`src/rtl/core/ugf_pkg.sv`:
```
// Shared types, constants and code point range check for the UTF-8 glyph filter.
package ugf_pkg;

	localparam int unsigned MaxResults = 5;
	localparam int unsigned QueueDepth = 4;
	localparam int unsigned NumWidth   = $clog2(MaxResults + 1);

	localparam logic [7:0] CapReset   = 8'd48;
	localparam logic [7:0] QMark      = 8'h3F;
	localparam logic [7:0] EndByte    = 8'h00;
	localparam logic [7:0] CtrlLimit  = 8'h20;
	localparam logic [7:0] DelByte    = 8'h7F;
	localparam logic [7:0] AsciiLimit = 8'h80;

	localparam logic [15:0] CpLatinLo = 16'h00A0;
	localparam logic [15:0] CpLatinHi = 16'h017F;
	localparam logic [15:0] CpExtBLo  = 16'h01A0;
	localparam logic [15:0] CpExtBHi  = 16'h01B0;
	localparam logic [15:0] CpVietLo  = 16'h1EA0;
	localparam logic [15:0] CpVietHi  = 16'h1EF9;
	localparam logic [15:0] CpPunctLo = 16'h2010;
	localparam logic [15:0] CpPunctHi = 16'h2026;
	localparam logic [15:0] CpDong    = 16'h20AB;
	localparam logic [15:0] CpMin2    = 16'h0080;
	localparam logic [15:0] CpMin3    = 16'h0800;

	typedef struct packed {
		logic [7:0] in_byte;
		logic       byte_present;
		logic       is_last;
	} in_item_t;

	typedef struct packed {
		logic [7:0] out_byte;
		logic       is_end;
	} out_item_t;

	typedef struct packed {
		logic [NumWidth-1:0]           n;
		logic [MaxResults-1:0][7:0]    bytes;
		logic                          has_end;
	} job_t;

	function automatic logic cp_supported(input logic [15:0] cp);
		cp_supported = (cp >= CpLatinLo && cp <= CpLatinHi)
			|| (cp >= CpExtBLo && cp <= CpExtBHi)
			|| (cp >= CpVietLo && cp <= CpVietHi)
			|| (cp >= CpPunctLo && cp <= CpPunctHi)
			|| (cp == CpDong);
	endfunction

endpackage

```
`src/rtl/core/utf8_glyph_filter.sv`:
```
// Top level of the UTF-8 glyph filter.
// The bytes of an accepted item are registered in the job queue and then in the output register.
// Throughput: one item per clock while the job queue is not full; an item yielding k bytes
// holds the output until all k are sent, a four-entry job queue absorbing up to four jobs.
// Reset clears the emitted count and sequence state except held_q; the capacity resets to 48.
module utf8_glyph_filter (
	input  logic               clk,
	input  logic               arst_n,
	input  logic               in_valid,
	output logic               in_stall,
	input  ugf_pkg::in_item_t  in_data,
	output logic               out_valid,
	input  logic               out_stall,
	output ugf_pkg::out_item_t out_data,
	input  logic               cfg_valid,
	output logic               cfg_ready,
	input  logic [7:0]         cfg_data
);
	import ugf_pkg::*;

	logic q_full;
	logic push;
	job_t push_job;
	logic pop;
	logic head_valid;
	job_t head;

	assign in_stall  = q_full;
	assign cfg_ready = 1'b1;

	ugf_front u_front (
		.clk      (clk),
		.arst_n   (arst_n),
		.accept   (in_valid && !in_stall),
		.item     (in_data),
		.cfg_we   (cfg_valid && cfg_ready),
		.cfg_data (cfg_data),
		.push     (push),
		.job      (push_job)
	);

	ugf_queue u_queue (
		.clk        (clk),
		.arst_n     (arst_n),
		.push       (push),
		.push_job   (push_job),
		.pop        (pop),
		.full       (q_full),
		.head_valid (head_valid),
		.head       (head)
	);

	ugf_back u_back (
		.clk        (clk),
		.arst_n     (arst_n),
		.head_valid (head_valid),
		.head       (head),
		.pop        (pop),
		.out_valid  (out_valid),
		.out_stall  (out_stall),
		.out_data   (out_data)
	);

endmodule

```
`src/rtl/core/ugf_front.sv`:
```
// Front end: accepts bytes, tracks the pending sequence and builds one output job per item that yields bytes.
module ugf_front (
	input  logic              clk,
	input  logic              arst_n,
	input  logic              accept,
	input  ugf_pkg::in_item_t item,
	input  logic              cfg_we,
	input  logic [7:0]        cfg_data,
	output logic              push,
	output ugf_pkg::job_t     job
);
	import ugf_pkg::*;

	typedef struct packed {
		logic [NumWidth-1:0]        n;
		logic [MaxResults-1:0][7:0] b;
		logic [7:0]                 ec;
		logic                       full;
	} acc_t;

	logic [7:0]      cap_q;
	logic [7:0]      lead_q;
	logic [1:0][7:0] held_q;
	logic [1:0]      hc_q;
	logic [1:0]      el_q;
	logic [7:0]      ec_q;
	logic            full_q;

	logic [7:0]      lead_d;
	logic [1:0][7:0] held_d;
	logic [1:0]      hc_d;
	logic [1:0]      el_d;
	acc_t            acc;
	logic            end_d;

	function automatic acc_t acc_put(input acc_t a, input logic [7:0] v);
		acc_t r;
		r = a;
		r.b[r.n] = v;
		r.n = r.n + NumWidth'(1);
		r.ec = r.ec + 8'd1;
		return r;
	endfunction

	function automatic logic has_room(input acc_t a, input logic [7:0] cap);
		return !a.full && (({1'b0, a.ec} + 9'd4) < {1'b0, cap});
	endfunction

	function automatic acc_t acc_abandon(input acc_t a, input logic [1:0] cnt,
			input logic [7:0] cap);
		acc_t r;
		logic go;
		r = acc_put(a, QMark);
		go = 1'b1;
		if (cnt >= 2'd1) begin
			if (has_room(r, cap)) begin
				r = acc_put(r, QMark);
			end else begin
				r.full = 1'b1;
				go = 1'b0;
			end
		end
		if (cnt >= 2'd2 && go) begin
			if (has_room(r, cap)) begin
				r = acc_put(r, QMark);
			end else begin
				r.full = 1'b1;
			end
		end
		return r;
	endfunction

	logic [7:0]  c;
	logic        cont;
	logic [10:0] cp2;
	logic [15:0] cp3;

	assign c    = item.in_byte;
	assign cont = (c[7:6] == 2'b10);
	assign cp2  = {lead_q[4:0], c[5:0]};
	assign cp3  = {lead_q[3:0], held_q[0][5:0], c[5:0]};

	always_comb begin
		acc    = '{n: '0, b: '0, ec: ec_q, full: full_q};
		lead_d = lead_q;
		held_d = held_q;
		hc_d   = hc_q;
		el_d   = el_q;
		end_d  = 1'b0;
		if (item.byte_present) begin
			if (el_d != 2'd0 && cont) begin
				if ((({1'b0, hc_d} + 3'd1) < {1'b0, el_d}) && hc_d < 2'd2) begin
					held_d[hc_d[0]] = c;
					hc_d = hc_d + 2'd1;
				end else begin
					priority if (el_d == 2'd1) begin
						if ({5'd0, cp2} >= CpMin2 && cp_supported({5'd0, cp2})) begin
							acc = acc_put(acc, lead_q);
							acc = acc_put(acc, c);
						end else begin
							acc = acc_put(acc, QMark);
						end
					end else if (el_d == 2'd2) begin
						if (cp3 >= CpMin3 && cp_supported(cp3)) begin
							acc = acc_put(acc, lead_q);
							acc = acc_put(acc, held_q[0]);
							acc = acc_put(acc, c);
						end else begin
							acc = acc_put(acc, QMark);
						end
					end else begin
						acc = acc_put(acc, QMark);
					end
					el_d = 2'd0;
					hc_d = 2'd0;
				end
			end else begin
				if (el_d != 2'd0) begin
					acc  = acc_abandon(acc, hc_d, cap_q);
					el_d = 2'd0;
					hc_d = 2'd0;
				end
				if (!has_room(acc, cap_q)) begin
					acc.full = 1'b1;
				end else if (c < CtrlLimit || c == DelByte) begin
					acc.full = acc.full;
				end else if (c < AsciiLimit) begin
					acc = acc_put(acc, c);
				end else begin
					hc_d = 2'd0;
					priority if (c[7:5] == 3'b110) begin
						lead_d = c;
						el_d   = 2'd1;
					end else if (c[7:4] == 4'b1110) begin
						lead_d = c;
						el_d   = 2'd2;
					end else if (c[7:3] == 5'b11110) begin
						lead_d = c;
						el_d   = 2'd3;
					end else begin
						acc = acc_put(acc, QMark);
					end
				end
			end
		end
		if (item.is_last) begin
			if (el_d != 2'd0) begin
				acc = acc_abandon(acc, hc_d, cap_q);
			end
			acc      = acc_put(acc, EndByte);
			end_d    = 1'b1;
			lead_d   = '0;
			held_d   = '0;
			hc_d     = '0;
			el_d     = '0;
			acc.ec   = '0;
			acc.full = 1'b0;
		end
	end

	assign push = accept && (acc.n != '0);
	assign job  = '{n: acc.n, bytes: acc.b, has_end: end_d};

	always_ff @(posedge clk or negedge arst_n) begin
		if (!arst_n) begin
			cap_q  <= CapReset;
			lead_q <= '0;
			hc_q   <= '0;
			el_q   <= '0;
			ec_q   <= '0;
			full_q <= 1'b0;
		end else begin
			if (cfg_we) begin
				cap_q <= cfg_data;
			end
			if (accept) begin
				lead_q <= lead_d;
				hc_q   <= hc_d;
				el_q   <= el_d;
				ec_q   <= acc.ec;
				full_q <= acc.full;
			end
		end
	end

	always_ff @(posedge clk) begin
		if (accept) begin
			held_q <= held_d;
		end
	end

endmodule

```
`src/rtl/core/ugf_queue.sv`:
```
// Job queue between the front end and the byte emitter.
module ugf_queue (
	input  logic          clk,
	input  logic          arst_n,
	input  logic          push,
	input  ugf_pkg::job_t push_job,
	input  logic          pop,
	output logic          full,
	output logic          head_valid,
	output ugf_pkg::job_t head
);
	import ugf_pkg::*;

	localparam int unsigned Aw = $clog2(QueueDepth);
	localparam int unsigned Cw = $clog2(QueueDepth + 1);

	job_t [QueueDepth-1:0] entries_q;
	logic [Aw-1:0]         wr_ptr_q;
	logic [Aw-1:0]         rd_ptr_q;
	logic [Cw-1:0]         count_q;

	assign full       = (count_q == Cw'(QueueDepth));
	assign head_valid = (count_q != '0);
	assign head       = entries_q[rd_ptr_q];

	always_ff @(posedge clk or negedge arst_n) begin
		if (!arst_n) begin
			wr_ptr_q <= '0;
			rd_ptr_q <= '0;
			count_q  <= '0;
		end else begin
			if (push) begin
				wr_ptr_q <= (wr_ptr_q == Aw'(QueueDepth - 1)) ? '0 : wr_ptr_q + Aw'(1);
			end
			if (pop) begin
				rd_ptr_q <= (rd_ptr_q == Aw'(QueueDepth - 1)) ? '0 : rd_ptr_q + Aw'(1);
			end
			count_q <= count_q + Cw'(push) - Cw'(pop);
		end
	end

	always_ff @(posedge clk) begin
		if (push) begin
			entries_q[wr_ptr_q] <= push_job;
		end
	end

endmodule

```
`src/rtl/core/ugf_back.sv`:
```
// Back end: walks the head job one byte per cycle, while the output is not stalled, into the output register.
module ugf_back (
	input  logic                clk,
	input  logic                arst_n,
	input  logic                head_valid,
	input  ugf_pkg::job_t       head,
	output logic                pop,
	output logic                out_valid,
	input  logic                out_stall,
	output ugf_pkg::out_item_t  out_data
);
	import ugf_pkg::*;

	logic [NumWidth-1:0] idx_q;
	logic                valid_q;
	out_item_t           data_q;
	logic                advance;
	logic                last_byte;

	assign advance   = !valid_q || !out_stall;
	assign last_byte = (idx_q == head.n - NumWidth'(1));
	assign pop       = advance && head_valid && last_byte;
	assign out_valid = valid_q;
	assign out_data  = data_q;

	always_ff @(posedge clk or negedge arst_n) begin
		if (!arst_n) begin
			valid_q <= 1'b0;
			idx_q   <= '0;
		end else if (advance) begin
			valid_q <= head_valid;
			if (head_valid) begin
				idx_q <= last_byte ? '0 : idx_q + NumWidth'(1);
			end
		end
	end

	always_ff @(posedge clk) begin
		if (advance && head_valid) begin
			data_q.out_byte <= head.bytes[idx_q];
			data_q.is_end   <= head.has_end && last_byte;
		end
	end

endmodule

```
`config.mk`:
```
export PLATFORM = sky130hd
export DESIGN_NAME = utf8_glyph_filter
export DESIGN_NICKNAME = d
export VERILOG_FILES = /design/src/rtl/core/ugf_pkg.sv /design/src/rtl/core/utf8_glyph_filter.sv /design/src/rtl/core/ugf_front.sv /design/src/rtl/core/ugf_queue.sv /design/src/rtl/core/ugf_back.sv
export SDC_FILE = /design/constraint.sdc
export NUM_CORES = 1
export LEC_CHECK = 0
export ABC_AREA = 1
export BUFFER_PORTS_ARGS = -buffer_cell sky130_fd_sc_hd__buf_4
export CORE_MARGIN = 1.5
export CORE_UTILIZATION = 58
export DETAILED_ROUTE_END_ITERATION = 10
export PLACE_DENSITY_LB_ADDON = 0.2
export SLEW_MARGIN = 20
export SYNTH_ARGS = -nofsm -noshare
export SYNTH_HDL_FRONTEND = slang
export SYNTH_SLANG_ARGS = --single-unit
```
`constraint.sdc`:
```
create_clock -name clk -period 12.7 [get_ports clk]
set_input_delay 1.27 -clock clk [delete_from_list [all_inputs] [get_ports clk]]
set_output_delay 1.27 -clock clk [all_outputs]
set_load 0.02 [all_outputs]
```
==> results by group <==
Synthesis
  – Synth warn: 0
  – Top_reg_cell synth: edfxtp_1
  – Synth Instances: 1792
  – Unique masters post-synth: 61
  – Synth top area cells: edfxtp_1 39%, nand2_1 8.6%, dfrtp_1 6.3%
  – Syn avg cell area: 8.37 µm²
  – Post-synth top area share: 38.6%
  – Asr flop ratio synth: 17.2%
  – Post-synth EDFFs: 193
  – Largest area contributor in the netlist: edfxtp_1
  – Flops & latches, synth: 233
  – Sequential area share after synthesis: 45.3%
  – Mapped Area: 0.0150 mm²

Routing
  – Final ANT Viol Nets: 0
  – Drt wl/cell: 20.8 µm
  – DR DRC count: 0
  – Vias per Instance: 6.17
  – WL final: 46300 µm
  – Iter 0 DRT Violations: 1375
  – Drt pass-1 iters: 6
  – Routed vias: 13800

Final layout
  – ANT cells: 0
  – Ratio of cells with drive above 1 in the final layout: 17.9%
  – # nets final: 1973
  – Post-Layout Cell Count: 2229
  – Area grow syn2layout: 17.6%

Global routing
  – Largest net degree at the start of global routing: 92
  – Met2 usage: 58.5%
  – Initial antenna violation count: 0
  – Met3 usage: 3.84%
  – M1 GR Usage: 39.8%
  – Global-route wire length before repair: 68500 µm
  – Top Usage Layer GRT: met2
  – Vias in the first global route: 12800
  – Total grt overflow: 0
  – Global-route usage over all layers: 33.2%

Setup path
  – Startpoint Class: flop
  – Worst R2R Path Depth: 97
  – Critical Path End Type: flop
  – Crit Path Class: flop to flop
  – Reg-to-Reg Start: u_front.ec_q[1]
  – R2r endpoint: u_queue.count_q[2]
  – Worst EP arrival: 12.55 ns
  – Crit path largest cell delay: 0.45 ns
  – Worst path most repeated cell: nand2_1
  – Worst path required time: 13.10 ns
  – CP max stage cell: dfrtp_2
  – Crit path max fanout: 4
  – FF-to-FF setup slack: 0.55 ns

Floorplan
  – Core Region: 0.0253 mm²
  – Ports: 35
  – Die Ht: 164 µm
  – Die area: 0.0268 mm²
  – Site Rows: 58
  – Initial core utilization: 59.4%
  – Die Wd: 164 µm

Pwr
  – Leak: 7.38 nW
  – P per Cell Area: 244 mW/mm²
  – Maximum VDD drop: 234 µV

Clocking
  – Clock-pin transition on the worst setup and hold timing paths: 0.06 ns
  – Clock H-tree levels: 1
  – Clk_lat worst skew: 0.52 ns
  – CTS tree: built
  – CTS Buf Count: 24
  – CTS root buf: clkbuf_16
  – Clock Tree Buf Depth: 3
  – CTS Sinks: 233

Run status
  – Status: complete, no violations

STA
  – Max Slew Vio Count: 0
  – Finish-stage setup viols: 0
  – Worst Slack Setup Final: 0.550 ns
  – Tightest Pin Transition: 0.941 ns
  – Period utilization: 95.7%
  – Final critical-path required period: 12.15 ns
  – Hold Vio Cnt, Final: 0
  – Setup_tns: 0 ns
  – Fmax: 82.3 MHz
  – Worst clock skew: 0.0154 ns
  – Worst slew margin: 37.1%

Worst hold path
  – Hold/Removal Path Class: flop to flop
  – Hold Crit Depth: 2
  – Hold Crit Start: u_back.out_valid
  – Hold Path End: u_back.out_valid

Placed design
  – Port bufs: 33
  – Dpl ws: -0.291 ns
  – Placer congestion estimate: 1.03
  – DP HPWL: 31000 µm
  – Placed insts: 2152

Run
  – Max_cap viols: 0
cells in the final DEF, fill, tap and decap left out, types with 7 or more instances in the layout:
master       n
buf_4      102
nand3_4     11
xnor2_1      7
dfrtp_1     34
o221ai_1    21
a21oi_1     70
nand2_2     41
nand4_1     25
clkinv_1    16
nor2_1     192
edfxtp_1   193
ha_4        13
inv_1      172
buf_12       7
nand2_4     14
conb_1       9
inv_4        8
o211ai_1    21
o21ai_1     16
inv_2       21
a31oi_1     14
nor2_4      15
clkbuf_1     7
nand3_1     95
clkbuf_16   31
nor3_1      18
o31ai_1     13
o21ai_2      7
o21ai_0    166
o22ai_1     40
nand2_1    317
xor2_1      31
ha_1        49
routing by layer:
| metal | vias up | wire [µm] |
|---|---|---|
| li1 | 6370 | - |
| met1 | 6476 | 17100 |
| met2 | 719 | 23000 |
| met3 | 186 | 3220 |
| met4 | 0 | 2930 |
| met5 | - | 0 |
cell usage after synthesis (6+ instances only):
master,number
a211oi_1,6
a21oi_1,74
a22oi_1,6
a31oi_1,14
buf_1,6
clkbuf_1,55
clkinv_1,13
dfrtp_1,38
edfxtp_1,193
ha_1,67
inv_1,184
inv_2,15
nand2_1,343
nand2_2,27
nand3_1,97
nand3_4,9
nand4_1,25
nor2_1,200
nor2_4,8
nor3_1,22
nor4_1,7
o211ai_1,21
o21ai_0,169
o21ai_1,17
o221ai_1,21
o22ai_1,40
o31ai_1,13
xnor2_1,8
xor2_1,33
cells by family (layout without fill, tap and decap cells):
| family | Yosys count | in the layout | synth area share [%] |
|---|---|---|---|
| AND/OR/NAND/NOR | 762 | 762 | 23.1 |
| AO/OA/AOI/OAI | 405 | 405 | 16.0 |
| buffers and inverters | 278 | 378 | 7.08 |
| flip-flops | 233 | 233 | 45.3 |
| adder cells (fa/ha/maj) | 69 | 69 | 5.85 |
| XOR/XNOR | 42 | 42 | 2.50 |
| other | 2 | 9 | 0.0501 |
| multiplexers | 1 | 1 | 0.0750 |
timing repair:
item                                    CTS  global route
hold buffers                              0             0
cloned                                    0             8
endpoints found under the setup margin  178           313
pin swaps                                 6            71
buffers inserted                          5            20
resized for setup                        11           117
power by group:
| group | leakage, nW | switching (mW) | internal (mW) | total [mW] |
|---|---|---|---|---|
| Clock | 0.378 | 0.292 | 0.422 | 0.714 |
| Sequential | 2.30 | 0.0796 | 1.07 | 1.15 |
| Combinational | 4.70 | 1.58 | 0.856 | 2.43 |
| Total | 7.38 | 1.95 | 2.35 | 4.30 |
critical path: cells and delay by family (launching register included):
kind,cells,cell delay [ns]
simple gates,49,4.34
flops,1,0.45
fa+ha+maj,14,3.08
xor+xnor,7,1.05
buf+inv,16,1.25
compound gates,11,1.80
state kept, by name, summed over array words and instances, names as in the netlist:
register,flops
u_queue.entries_q,176
u_back.out_data,9
u_front.cap_q,8
u_front.ec_q,8
u_front.lead_q,8
u_front.cp3,6
u_back.idx_q,3
u_queue.count_q,3
u_front.el_q,2
u_front.hc_q,2
u_front.held_q,2
u_queue.rd_ptr_q,2
u_queue.wr_ptr_q,2
u_back.out_valid,1
u_front.full_q,1
worst max-delay path by stage:
| stage | from | end | slack [ns] |
|---|---|---|---|
| after detailed placement | u_front.ec_q[0] | u_queue.count_q[2] | -0.29 |
| final | u_front.ec_q[1] | u_queue.count_q[2] | 0.55 |
| after CTS | u_front.ec_q[0] | u_queue.count_q[2] | 0.005 |
| after global routing | u_front.ec_q[1] | u_queue.count_q[2] | -0.28 |
| after floorplan | u_front.ec_q[1] | u_queue.entries_q[0] | 0.04 |
| after global placement | u_front.ec_q[0] | u_queue.count_q[2] | 0.16 |
through the flow:
step	instance area [µm²]	util [%]	total power, mW	hold slack (ns)
final	17600	69.9	4.30	0.517
after global routing	17600	69.9	4.57	0.581
after CTS	16800	66.6	3.99	0.517
after detailed placement	15900	63.1	3.24	0.495
after global placement	15900	63.1	3.19	0.486
after floorplan	15100	-	2.59	0.492
final cells by class:
type	count	area (µm²)
inverters	213	820
repair buffers	121	1130
fillers	1956	7610
well taps	330	413
multi-input cells	1288	7690
clock buffers	32	652
clock inverters	12	139
flip-flops and latches	233	6800
Power figures use the tool's default switching activity.
